--- src/rtl/touch_angle_to_knob_value_top_macros.svh ---
// assertion macros for the touch angle to knob value block
// used by touch_angle_to_knob_value_top, no other dependencies
`ifndef TOUCH_ANGLE_TO_KNOB_VALUE_TOP_MACROS_SVH
`define TOUCH_ANGLE_TO_KNOB_VALUE_TOP_MACROS_SVH

// same-cycle implication, disabled while in reset
`define TKV_ASSERT_IMPL(label, clk, rst_n, ante, cons, msg) \
  label: assert property (@(posedge clk) disable iff (!rst_n) (ante) |-> (cons)) \
    else $error(msg);

// implication after a fixed number of cycles
`define TKV_ASSERT_DELAY(label, clk, rst_n, ante, n, cons, msg) \
  label: assert property (@(posedge clk) disable iff (!rst_n) (ante) |-> ##n (cons)) \
    else $error(msg);

`endif

--- src/rtl/tkv_pkg.sv ---
// shared constants, types and the arctangent table of the knob value block
// no dependencies
package tkv_pkg;

  localparam int unsigned CORDIC_STAGES_DEF = 16;
  localparam int unsigned ARC_SPAN_DEG_DEF  = 270;

  // datapath widths
  localparam int unsigned CW        = 9;   // pixel coordinate
  localparam int unsigned XW        = 22;  // cordic x and y
  localparam int unsigned ZW        = 21;  // cordic angle accumulator
  localparam int unsigned AW        = 19;  // wrapped angle in q.10 degrees
  localparam int unsigned VW        = 7;   // knob value
  localparam int unsigned PRE_SHIFT = 8;
  localparam int unsigned DEG_ONE   = 1024;
  localparam int unsigned FULL_TURN = 360 * DEG_ONE;
  localparam int unsigned HALF_TURN = 180 * DEG_ONE;
  localparam int unsigned TABLE_LEN = 24;

  // register reset values
  localparam logic [CW-1:0] CENTER_X_RST  = 9'd240;
  localparam logic [CW-1:0] CENTER_Y_RST  = 9'd240;
  localparam logic [CW-1:0] ARC_START_RST = 9'd135;

  typedef enum logic [1:0] {
    REG_CENTER_X  = 2'd0,
    REG_CENTER_Y  = 2'd1,
    REG_ARC_START = 2'd2
  } reg_idx_e;

  // one cell's worth of cordic data
  typedef struct packed {
    logic                 vld;
    logic                 zero;
    logic signed [XW-1:0] x;
    logic signed [XW-1:0] y;
    logic signed [ZW-1:0] z;
  } cordic_t;

  // atan(2^-i) in degrees times 1024, rounded
  function automatic logic [15:0] atan_q10(input int unsigned i);
    logic [15:0] v;
    case (i)
      0:       v = 16'd46080;
      1:       v = 16'd27203;
      2:       v = 16'd14373;
      3:       v = 16'd7296;
      4:       v = 16'd3662;
      5:       v = 16'd1833;
      6:       v = 16'd917;
      7:       v = 16'd458;
      8:       v = 16'd229;
      9:       v = 16'd115;
      10:      v = 16'd57;
      11:      v = 16'd29;
      12:      v = 16'd14;
      13:      v = 16'd7;
      14:      v = 16'd4;
      15:      v = 16'd2;
      16:      v = 16'd1;
      default: v = 16'd0;
    endcase
    return v;
  endfunction

endpackage

--- src/rtl/tkv_prep.sv ---
// front cell: offset from the centre, pre-scale and half-plane fold
// depends on tkv_pkg
module tkv_prep (
  input  logic                   clk_i,
  input  logic                   rst_ni,
  input  logic                   vld_i,
  input  logic [tkv_pkg::CW-1:0] touch_x_i,
  input  logic [tkv_pkg::CW-1:0] touch_y_i,
  input  logic [tkv_pkg::CW-1:0] center_x_i,
  input  logic [tkv_pkg::CW-1:0] center_y_i,
  output tkv_pkg::cordic_t       cell_o
);
  import tkv_pkg::*;

  logic signed [CW:0]   dx, dy;
  logic signed [XW-1:0] xs, ys;
  cordic_t              cell_d, cell_q;

  always_comb begin
    dx = $signed({1'b0, touch_x_i}) - $signed({1'b0, center_x_i});
    dy = $signed({1'b0, touch_y_i}) - $signed({1'b0, center_y_i});
    xs = XW'(dx) <<< PRE_SHIFT;
    ys = XW'(dy) <<< PRE_SHIFT;
    cell_d.vld  = vld_i;
    cell_d.zero = (dx == '0) && (dy == '0);
    if (dx[CW]) begin
      // left half plane: rotate by 180 degrees
      cell_d.x = -xs;
      cell_d.y = -ys;
      cell_d.z = ZW'(HALF_TURN);
    end else begin
      cell_d.x = xs;
      cell_d.y = ys;
      cell_d.z = '0;
    end
  end

  always_ff @(posedge clk_i or negedge rst_ni) begin
    if (!rst_ni) begin
      cell_q <= '0;
    end else begin
      cell_q <= cell_d;
    end
  end

  assign cell_o = cell_q;

endmodule

--- src/rtl/tkv_cordic_cell.sv ---
// one vectoring cordic iteration with its own register
// depends on tkv_pkg
module tkv_cordic_cell #(
  parameter int unsigned STAGE = 0
) (
  input  logic             clk_i,
  input  logic             rst_ni,
  input  tkv_pkg::cordic_t cell_i,
  output tkv_pkg::cordic_t cell_o
);
  import tkv_pkg::*;

  localparam logic signed [ZW-1:0] AtanZ = ZW'(atan_q10(STAGE));

  logic signed [XW-1:0] xs, ys;
  cordic_t              cell_d, cell_q;

  always_comb begin
    xs     = cell_i.x >>> STAGE;
    ys     = cell_i.y >>> STAGE;
    cell_d = cell_i;
    if (!cell_i.y[XW-1]) begin
      cell_d.x = cell_i.x + ys;
      cell_d.y = cell_i.y - xs;
      cell_d.z = cell_i.z + AtanZ;
    end else begin
      cell_d.x = cell_i.x - ys;
      cell_d.y = cell_i.y + xs;
      cell_d.z = cell_i.z - AtanZ;
    end
  end

  always_ff @(posedge clk_i or negedge rst_ni) begin
    if (!rst_ni) begin
      cell_q <= '0;
    end else begin
      cell_q <= cell_d;
    end
  end

  assign cell_o = cell_q;

endmodule

--- src/rtl/tkv_post.sv ---
// angle wrap, arc mapping, dead gap clamp and scaling to percent
// depends on tkv_pkg
module tkv_post #(
  parameter int unsigned ARC_SPAN_DEG = tkv_pkg::ARC_SPAN_DEG_DEF
) (
  input  logic                   clk_i,
  input  logic                   rst_ni,
  input  tkv_pkg::cordic_t       cell_i,
  input  logic [tkv_pkg::CW-1:0] arc_start_i,
  output logic                   vld_o,
  output logic [tkv_pkg::VW-1:0] knob_value_o
);
  import tkv_pkg::*;

  localparam int unsigned NW    = 27;  // rel*200 + span
  localparam int unsigned QW    = 16;  // numerator over 2048
  localparam int unsigned RSH   = 24;  // reciprocal precision
  localparam int unsigned SW    = 9;   // span in degrees
  localparam logic [AW-1:0] SpanQ10 = AW'(ARC_SPAN_DEG * DEG_ONE);
  localparam logic [AW-1:0] FullQ10 = AW'(FULL_TURN);
  localparam logic [SW-1:0] SpanDeg = SW'(ARC_SPAN_DEG);
  localparam logic [RSH:0]  Recip   = (RSH+1)'((64'd1 << RSH) / ARC_SPAN_DEG);
  localparam logic [VW-1:0] MaxVal  = VW'(100);

  logic [5:0] vld_q;

  // p1: wrapped angle
  logic [AW-1:0] ang_d, ang_q;
  // p2: relative to arc start
  logic [CW-1:0] start_adj;
  logic signed [AW:0] rel_s;
  logic [AW-1:0] rel_d, rel_q;
  // p3: dead gap clamp
  logic [AW-1:0] past_end, to_wrap;
  logic [AW-1:0] clp_d, clp_q;
  // p4: rounded numerator over 2048
  logic [NW-1:0] num;
  logic [QW-1:0] quo_d, quo_q, quo2_q;
  // p5: reciprocal estimate
  logic [QW+RSH:0] prod;
  logic [VW-1:0]   est_d, est_q;
  // p6: correction and clamp
  logic [QW-1:0]   rem;
  logic [VW:0]     val;
  logic [VW-1:0]   out_d, out_q;

  always_comb begin
    if (cell_i.zero) begin
      ang_d = '0;
    end else if (cell_i.z < 0) begin
      ang_d = AW'(cell_i.z + $signed(ZW'(FULL_TURN)));
    end else if (cell_i.z >= $signed(ZW'(FULL_TURN))) begin
      ang_d = AW'(cell_i.z - $signed(ZW'(FULL_TURN)));
    end else begin
      ang_d = AW'(cell_i.z);
    end
  end

  always_comb begin
    start_adj = (arc_start_i >= CW'(360)) ? arc_start_i - CW'(360) : arc_start_i;
    rel_s = $signed({1'b0, ang_q}) - $signed({1'b0, AW'({start_adj, 10'b0})});
    if (rel_s < 0) begin
      rel_d = AW'(rel_s + $signed({1'b0, FullQ10}));
    end else begin
      rel_d = AW'(rel_s);
    end
  end

  always_comb begin
    past_end = rel_q - SpanQ10;
    to_wrap  = FullQ10 - rel_q;
    if (rel_q > SpanQ10) begin
      clp_d = (past_end < to_wrap) ? SpanQ10 : '0;
    end else begin
      clp_d = rel_q;
    end
  end

  always_comb begin
    num   = NW'(clp_q) * NW'(200) + NW'(SpanQ10);
    quo_d = QW'(num >> 11);
  end

  always_comb begin
    prod  = (QW+RSH+1)'(quo_q) * (QW+RSH+1)'(Recip);
    est_d = prod[RSH +: VW];
  end

  always_comb begin
    rem = quo2_q - QW'(est_q) * QW'(SpanDeg);
    val = (rem >= QW'(SpanDeg)) ? {1'b0, est_q} + 1'b1 : {1'b0, est_q};
    out_d = (val > {1'b0, MaxVal}) ? MaxVal : val[VW-1:0];
  end

  always_ff @(posedge clk_i or negedge rst_ni) begin
    if (!rst_ni) begin
      vld_q <= '0;
    end else begin
      vld_q <= {vld_q[4:0], cell_i.vld};
    end
  end

  always_ff @(posedge clk_i) begin
    ang_q  <= ang_d;
    rel_q  <= rel_d;
    clp_q  <= clp_d;
    quo_q  <= quo_d;
    quo2_q <= quo_q;
    est_q  <= est_d;
    out_q  <= out_d;
  end

  assign vld_o        = vld_q[5];
  assign knob_value_o = out_q;

endmodule

--- src/rtl/touch_angle_to_knob_value_top.sv ---
// top level of the touch angle to knob value block
// depends on tkv_pkg, tkv_prep, tkv_cordic_cell, tkv_post and the macros header
//
// usage:
//   a touch point (touch_x_i, touch_y_i) is transferred at a rising edge with
//   start high and busy low. busy never rises, so one point can be sent every
//   cycle. each point yields one knob_value_o, shown for one cycle with done_o.
//   a point passes a registered front cell, one registered cell per cordic
//   iteration, and registers for angle wrap, arc mapping, clamp and
//   reciprocal scaling before its result is taken.
//   throughput is one point per cycle, set by the row of cordic cells in
//   which every iteration has its own register.
//   the receiver cannot stall: done_o and knob_value_o last one cycle only.
//   configuration (centre x, centre y, arc start) is written through the
//   cfg channel, always ready; the user must write it only while no point is
//   in flight (not enforced by the block). reset clears the pipeline valid
//   bits and loads the centre at 240, 240 and the arc start at 135 degrees.
`include "touch_angle_to_knob_value_top_macros.svh"

module touch_angle_to_knob_value_top #(
  parameter int unsigned CORDIC_STAGES = tkv_pkg::CORDIC_STAGES_DEF,
  parameter int unsigned ARC_SPAN_DEG  = tkv_pkg::ARC_SPAN_DEG_DEF
) (
  input  logic                   clk_i,
  input  logic                   rst_ni,
  // point channel
  input  logic                   start,
  output logic                   busy,
  input  logic [tkv_pkg::CW-1:0] touch_x_i,
  input  logic [tkv_pkg::CW-1:0] touch_y_i,
  // result channel
  output logic                   done_o,
  output logic [tkv_pkg::VW-1:0] knob_value_o,
  // configuration channel
  input  logic                   cfg_valid_i,
  output logic                   cfg_ready_o,
  input  logic [1:0]             cfg_index_i,
  input  logic [tkv_pkg::CW-1:0] cfg_data_i
);
  import tkv_pkg::*;

  localparam int unsigned LATENCY = CORDIC_STAGES + 7;

  logic [CW-1:0] center_x_q, center_y_q, arc_start_q;
  logic          in_xfer;
  cordic_t       chain [CORDIC_STAGES+1];

  // the pipeline takes a point every cycle
  assign busy        = 1'b0;
  assign cfg_ready_o = 1'b1;
  assign in_xfer     = start && !busy;

  // configuration registers, unknown indexes are dropped
  always_ff @(posedge clk_i or negedge rst_ni) begin
    if (!rst_ni) begin
      center_x_q  <= CENTER_X_RST;
      center_y_q  <= CENTER_Y_RST;
      arc_start_q <= ARC_START_RST;
    end else if (cfg_valid_i && cfg_ready_o) begin
      case (cfg_index_i)
        REG_CENTER_X:  center_x_q  <= cfg_data_i;
        REG_CENTER_Y:  center_y_q  <= cfg_data_i;
        REG_ARC_START: arc_start_q <= cfg_data_i;
        default: ;
      endcase
    end
  end

  // offset from the centre and fold into the right half plane
  tkv_prep u_prep (
    .clk_i      (clk_i),
    .rst_ni     (rst_ni),
    .vld_i      (in_xfer),
    .touch_x_i  (touch_x_i),
    .touch_y_i  (touch_y_i),
    .center_x_i (center_x_q),
    .center_y_i (center_y_q),
    .cell_o     (chain[0])
  );

  // row of cordic cells, each one iteration wide
  for (genvar i = 0; i < CORDIC_STAGES; i++) begin : g_cell
    tkv_cordic_cell #(
      .STAGE (i)
    ) u_cell (
      .clk_i  (clk_i),
      .rst_ni (rst_ni),
      .cell_i (chain[i]),
      .cell_o (chain[i+1])
    );
  end

  // angle to percent along the arc
  tkv_post #(
    .ARC_SPAN_DEG (ARC_SPAN_DEG)
  ) u_post (
    .clk_i        (clk_i),
    .rst_ni       (rst_ni),
    .cell_i       (chain[CORDIC_STAGES]),
    .arc_start_i  (arc_start_q),
    .vld_o        (done_o),
    .knob_value_o (knob_value_o)
  );

  // every transfer comes out after the fixed latency
  `TKV_ASSERT_DELAY(a_latency, clk_i, rst_ni, in_xfer, LATENCY, done_o, "result missing")
  // no result without a transfer the latency before
  `TKV_ASSERT_IMPL(a_no_spurious, clk_i, rst_ni, done_o, $past(in_xfer, LATENCY), "spurious result")
  // value stays on the arc scale
  `TKV_ASSERT_IMPL(a_range, clk_i, rst_ni, done_o, knob_value_o <= VW'(100), "value above 100")

endmodule

--- config.mk ---
export PLATFORM = sky130hd
export DESIGN_NAME = touch_angle_to_knob_value_top
export DESIGN_NICKNAME = d
export VERILOG_FILES = /design/src/rtl/tkv_pkg.sv /design/src/rtl/tkv_prep.sv /design/src/rtl/tkv_cordic_cell.sv /design/src/rtl/tkv_post.sv /design/src/rtl/touch_angle_to_knob_value_top.sv
export VERILOG_INCLUDE_DIRS = /design/src /design/src/rtl
export SDC_FILE = /design/constraint.sdc
export NUM_CORES = 2
export LEC_CHECK = 0
export BUFFER_PORTS_ARGS = -buffer_cell sky130_fd_sc_hd__buf_2
export CAP_MARGIN = 20
export CORE_MARGIN = 4
export CORE_UTILIZATION = 40
export DETAILED_ROUTE_END_ITERATION = 8
export PLACE_DENSITY = 0.55
export REMOVE_ABC_BUFFERS = 1
export SYNTH_ARGS = -nofsm -noshare
export SYNTH_HDL_FRONTEND = slang
export SYNTH_HIERARCHICAL = 1
export SYNTH_SLANG_ARGS = --single-unit
--- constraint.sdc ---
create_clock -name clk_i -period 13.85 [get_ports clk_i]
set_input_delay 3.4625 -clock clk_i [delete_from_list [all_inputs] [get_ports clk_i]]
set_output_delay 3.4625 -clock clk_i [all_outputs]
set_load 0.01 [all_outputs]
### Yosys cells after proc, flatten, opt, wreduce, memory -nomap -nowiden

Index checks and enable logic that the tools add are counted.

| word-level totals | value |
|---|---|
| memory bits (read-only) | 0 |
| memories | 0 |
| bits in latches | 0 |
| bits in writable memories | 0 |
| register bits | 1,209 |
| word-level logic and storage cells | 242 |
| input bits | 33 |
| output and inout bits | 10 |

| operators by class | value |
|---|---|
| reductions and logical operators | 7 |
| multiply operators | 3 |
| $lt $le $gt $ge | 8 |
| $add $sub $neg | 105 |
| bitwise gates (word level) | 0 |
| divide/modulo/power cells | 0 |
| equal/unequal tests | 2 |
| muxes and demuxes | 24 |
| shifts and indexed selects | 0 |

Operators by type and width:

| kind | count |
|---|---|
| 65-bit 2-to-1 mux | 16 |
| 19-bit 2-to-1 mux | 5 |
| 22-bit by 10-bit adder with 22-bit output | 2 |
| 22-bit by 11-bit adder with 22-bit output | 2 |
| 22-bit by 12-bit adder with 22-bit output | 2 |
| 22-bit by 13-bit adder with 22-bit output | 2 |
| 22-bit by 14-bit adder with 22-bit output | 2 |
| 22-bit by 15-bit adder with 22-bit output | 2 |
| 22-bit by 16-bit adder with 22-bit output | 2 |
| 22-bit by 17-bit adder with 22-bit output | 2 |
| 22-bit by 18-bit adder with 22-bit output | 2 |
| 22-bit by 19-bit adder with 22-bit output | 2 |
| 22-bit by 20-bit adder with 22-bit output | 2 |
| 22-bit by 21-bit adder with 22-bit output | 2 |
| 22-bit by 8-bit adder with 22-bit output | 2 |
| 22-bit by 9-bit adder with 22-bit output | 2 |
| 18-bit negation with 22-bit output | 2 |
| 22-bit by 10-bit subtractor with 22-bit output | 2 |
| 22-bit by 11-bit subtractor with 22-bit output | 2 |
| 22-bit by 12-bit subtractor with 22-bit output | 2 |
| 22-bit by 13-bit subtractor with 22-bit output | 2 |
| 22-bit by 14-bit subtractor with 22-bit output | 2 |
| 22-bit by 15-bit subtractor with 22-bit output | 2 |
| 22-bit by 16-bit subtractor with 22-bit output | 2 |
| 68 further kinds | 84 |

### Longest topological paths before layout

| logic depth | value |
|---|---|
| word-level depth | 5 |
| depth in mapped cells | 25 |
| mapped depth without buffers | 24 |

### By module

Netlist, hierarchy kept.

Modules (own cells, without submodules):

| module | times used | cells each | area each (um2) | seq. area each (um2) |
|---|---|---|---|---|
| tkv_post | 1 | 1,323 | 12,600.8 | 2,192.1 |
| tkv_cordic_cell at g_cell[2].u_cell | 1 | 670 | 5,855.6 | 1,676.6 |
| tkv_cordic_cell at g_cell[0].u_cell | 1 | 677 | 5,795.6 | 1,651.6 |
| tkv_cordic_cell at g_cell[5].u_cell | 1 | 635 | 5,769.3 | 1,676.6 |
| tkv_cordic_cell at g_cell[1].u_cell | 1 | 631 | 5,606.6 | 1,676.6 |
| tkv_cordic_cell at g_cell[6].u_cell | 1 | 613 | 5,590.4 | 1,676.6 |
| tkv_cordic_cell at g_cell[9].u_cell | 1 | 619 | 5,557.8 | 1,676.6 |
| tkv_cordic_cell at g_cell[8].u_cell | 1 | 618 | 5,511.5 | 1,676.6 |
| tkv_cordic_cell at g_cell[7].u_cell | 1 | 592 | 5,425.2 | 1,676.6 |
| tkv_cordic_cell at g_cell[4].u_cell | 1 | 595 | 5,418.9 | 1,676.6 |
| tkv_cordic_cell at g_cell[10].u_cell | 1 | 609 | 5,410.2 | 1,676.6 |
| tkv_cordic_cell at g_cell[11].u_cell | 1 | 599 | 5,388.9 | 1,676.6 |
| tkv_cordic_cell at g_cell[13].u_cell | 1 | 567 | 5,225.0 | 1,676.6 |
| tkv_cordic_cell at g_cell[12].u_cell | 1 | 577 | 5,216.3 | 1,676.6 |
| +5 rows | - | - | - | - |

### Worst setup path before layout

OpenSTA, ideal clock, no wires.

| timing | value |
|---|---|
| path kind | register to register |
| start point | register u_post.est_q[4] |
| end point | register u_post.out_q[0] (netlist: u_post/knob_value_o[0]) |
| cell stages (with the launch flop) | 24 |
| library setup time | 0.128 ns |
| data arrival time | 5.582 ns |
| buffers on the path | 1 |
| clock period less this slack | 5.711 ns |
| required time | 13.722 ns |
| slack | 8.139 ns |
| cells stage by stage | dfxtp_1 ha_1 ha_1 fa_1 ha_1 ha_1 a31o_2 a21o_1 a21o_1 a21o_1 a21o_1 a21o_1 xnor2_1 ha_1 a21o_1 a2111oi_0 nor3_1 a2111oi_0 and3_1 and2_1 buf_2 o32ai_1 a22oi_1 nor2_1 |

| on the way | value |
|---|---|
| longest elaborated chain between the ends | 5 |
| elaborated cells between the ends (all ways) | 6 |
| classes of those cells | add/sub (2); mul (1); order compare (2); mux (1) |

Ends and longest elaborated chain:

| item | line | text |
|---|---|---|
| start, declared | tkv_post.sv:41 | `logic [VW-1:0] est_d, est_q;` |
| start signal, assigned | tkv_post.sv:109 | `est_q <= est_d;` |
| 7-bit by 8-bit multiplier with 15-bit output | tkv_post.sv:90 | `rem = quo2_q - QW'(est_q) * QW'(SpanDeg);` |
| 16-bit subtractor | tkv_post.sv:90 |  |
| 16-bit by 9-bit >= comparator with 1-bit output | tkv_post.sv:91 | `val = (rem >= QW'(SpanDeg)) ? {1'b0, est_q} + 1'b1 : {1'b0, est_q};` |
| 8-bit 2-to-1 mux (*) | tkv_post.sv:91 |  |
| 8-bit by 7-bit greater-than comparator with 1-bit output | tkv_post.sv:92 | `out_d = (val > {1'b0, MaxVal}) ? MaxVal : val[VW-1:0];` |
| end signal, assigned | tkv_post.sv:110 | `out_q <= out_d;` |
| end, declared | tkv_post.sv:45 | `logic [VW-1:0] out_d, out_q;` |

Mark *: on every way between the ends. The rest lies on a longest branch, timed or not.
A chain may end at the register's enable or synchronous reset.

### Worst setup path after layout

Same ends and word-level chain as after synthesis.

==> summary.md <==
| Metric | Value |
|---|---|
| Outcome | `finished, final reports clean` |
| Slew Viols, Final | `0` |
| Startpoint class of the critical path | `register` |
| Synth Area per Inst | `9.10 sq um` |
| Setup TNS Final | `0 ps` |
| Setup violators final | `0` |
| Maximum clock path buffer count | `3` |
| Starting Density | `40.3%` |
| Setup crit end kind | `register` |
| Std-Cell Rows | `179` |
| Slew HR | `30.5%` |
| Initial antenna violation count | `7` |
| Post-CTS Setup Inserts | `0` |
| Reg2reg start | `u_post/est_q[4]$_DFF_P_` |
| Vias per cell | `5.54` |
| Largest net degree at the start of global routing | `197` |
| Critical path fanouts, max | `12` |
| Clock Sink Count | `1136` |
| I/O pin total | `43` |
| Root buffer cell | `clkbuf_16` |
| Share of cells above drive strength 1 | `5.42%` |
| Reg-to-Reg End | `u_post/knob_value_o[0]$_SDFF_PN0_` |
| Chip Width | `498 um` |
| Number of remaining DRC errors | `0` |
| RSZ-0062 raised after global routing | `no` |
| Cts repair resizes | `0` |
| Initial DRC count | `5060` |
| Hold Path Stages | `0` |
| Via count | `~77000` |
| Detailed placement HPWL | `about 210000 um` |
| Hold endpoint | `u_post/rel_q[9]$_DFF_P_` |
| Worst-skew pair later-pin latency | `820 ps` |
| R2R setup slack | `7170 ps` |
| Count of final hold-check violations | `0` |
| Net count, final | `around 12000` |
| Die height | `498 um` |
| Worst path required time | `approximately 15000 ps` |
| Post-route ant nets | `0` |
| WS Path Type | `reg2reg` |
| Mapped cell area | `0.0961 sq mm` |
| Tcrit/Tclk final | `48.2%` |
| Max Cap Viol | `0` |
| Yosys warnings | `6` |
| PortBufs | `40` |
| Design area | `0.104 sq mm` |
| Place WS | `around 7300 ps` |
| Final setup margin | `7170 ps` |
| Clk slew on worst S/H paths | `about 60 ps` |
| Tmin final | `between 6000 and 7000 ps` |
| Syn-to-layout area delta | `8.59%` |
| TritonCTS clock tree | `yes` |
| H-tree level count | `4` |
| Global route overflow | `0` |
| Worst Tran Pin Value | `1030 ps` |
| Fmax | `approximately 0.15 GHz` |
| Avg WL per Cell | `18.7 um` |
| Data arrival, critical path | `about 7300 ps` |
| Die area | `around 0.25 sq mm` |
| CTS Hold Bufs | `0` |
| Total CTS buffers | `~140` |
| Synthesized instance count | `between 10000 and 15000` |
| GP Congestion | `0.920` |
| Total track usage | `20.5%` |
| First-pass GRT wire length | `417000 um` |
| Final Skew | `32.2 ps` |
| Hold path start | `u_post/ang_q[9]$_SDFF_PP0_` |
| HP Class | `reg2reg` |
| TritonRoute pass-1 iters | `6` |
| Core Region | `around 0.24 sq mm` |
| WL final | `259000 um` |
| Vias in the first global route | `76100` |
| Post-DP Area | `0.0996 sq mm` |
| Worst R2R Path Depth | `22` |
per-layer routing:
layer / GRT usage, % / vias to the layer above / wire length, um
li1: - / 37800 / -
met1: 26.5 / 37000 / 116000
met2: 35.9 / 1525 / 126000
met3: 2.06 / 360 / 8720
met4: 6.24 / 0 / 7850
met5: 0 / - / 0
worst max-delay path, cell delays in order (launching register included):
cell and delay (ps):
dfxtp_1 610, ha_1 320, ha_1 290, fa_1 440, ha_1 300, ha_1 340, a31o_2 230, a21o_1 200
a21o_1 180, a21o_1 190, a21o_1 180, a21o_1 190, xnor2_1 120, ha_1 350, a21o_1 260, a2111oi_0 470
nor3_1 120, a2111oi_0 370, and3_1 340, and2_1 420, o221ai_1 170, a22oi_1 380, nor2_1 90
through the flow:
stage / util [%] / cells / hold WS [ps]
CTS: 43.8 / 13800 / 327
floorplan: - / 10400 / 310
finish: 43.8 / 13800 / 325
global route: 43.8 / 13800 / 331
global placement: 41.7 / 13600 / 311
detailed placement: 41.7 / 13600 / 313
cells in the final DEF (no fill, tap or decap), types with 41 or more instances in the layout:
| cell | n |
|---|---|
| ha_1 | 1314 |
| dfrtp_1 | 1019 |
| a21oi_1 | 953 |
| nor2_1 | 833 |
| xnor2_1 | 751 |
| inv_1 | 694 |
| nand2_1 | 609 |
| o21ai_0 | 460 |
| xor2_1 | 431 |
| a21o_1 | 399 |
| nor3_1 | 235 |
| nand3_1 | 187 |
| fa_1 | 167 |
| nor2b_1 | 144 |
| clkbuf_16 | 138 |
| a31oi_1 | 131 |
| o21a_1 | 121 |
| nand2b_1 | 106 |
| a211oi_1 | 104 |
| dfxtp_1 | 102 |
| o21bai_1 | 90 |
| and3_1 | 87 |
| nand4_1 | 86 |
| nor4_1 | 79 |
| o211ai_1 | 73 |
| or3_1 | 65 |
| and2_1 | 63 |
| mux2_2 | 60 |
| o21ai_1 | 56 |
| o31ai_1 | 53 |
| mux2i_1 | 43 |
| a211o_1 | 42 |
| or2_2 | 41 |
how the worst max path moves through the flow:
| stage | cells after the start | from | slack, ps | end |
|---|---|---|---|---|
| 4_1_cts | 22 | u_post/est_q[4]$_DFF_P_ | 7240 | u_post/knob_value_o[0]$_SDFF_PN0_ |
| 2_1_floorplan | 22 | u_post/est_q[4]$_DFF_P_ | 8080 | u_post/knob_value_o[0]$_SDFF_PN0_ |
| 5_1_grt | 22 | u_post/est_q[4]$_DFF_P_ | 6720 | u_post/knob_value_o[1]$_SDFF_PN0_ |
| 6_report | 22 | u_post/est_q[4]$_DFF_P_ | 7170 | u_post/knob_value_o[0]$_SDFF_PN0_ |
| 3_3_place_gp | 22 | u_post/est_q[4]$_DFF_P_ | 7330 | u_post/knob_value_o[3]$_SDFF_PN0_ |
| 3_5_place_dp | 22 | u_post/est_q[4]$_DFF_P_ | 7300 | u_post/knob_value_o[0]$_SDFF_PN0_ |
sequential cells by signal (all words and copies together) (netlist names):
| register | cells |
|---|---|
| arc_start_q | 9 |
| center_x_q | 9 |
| center_y_q | 9 |
| g_cell.u_cell/cell_o | 970 |
| u_post/ang_q | 19 |
| u_post/clp_q | 19 |
| u_post/est_q | 7 |
| u_post/knob_value_o | 7 |
| u_post/quo2_q | 15 |
| u_post/quo_q | 16 |
| u_post/rel_q | 19 |
| u_post/vld_q | 6 |
| u_prep/cell_o | 31 |
cell type report:
| class | instances | area (sq um) |
|---|---|---|
| fill | 23100 | 134000 |
| inverter | 696 | 2610 |
| timing repair buffer | 67 | 475 |
| clock buffer | 188 | 3900 |
| multi-input combinational | 8523 | 64600 |
| antenna | 3 | 7.51 |
| clock inverter | 66 | 920 |
| tap | 3167 | 3960 |
| sequential | 1136 | 27900 |
Power is left out: the tool's default activity adds up to more than one toggle a clock period on the data nets, which glitch-free logic cannot reach.
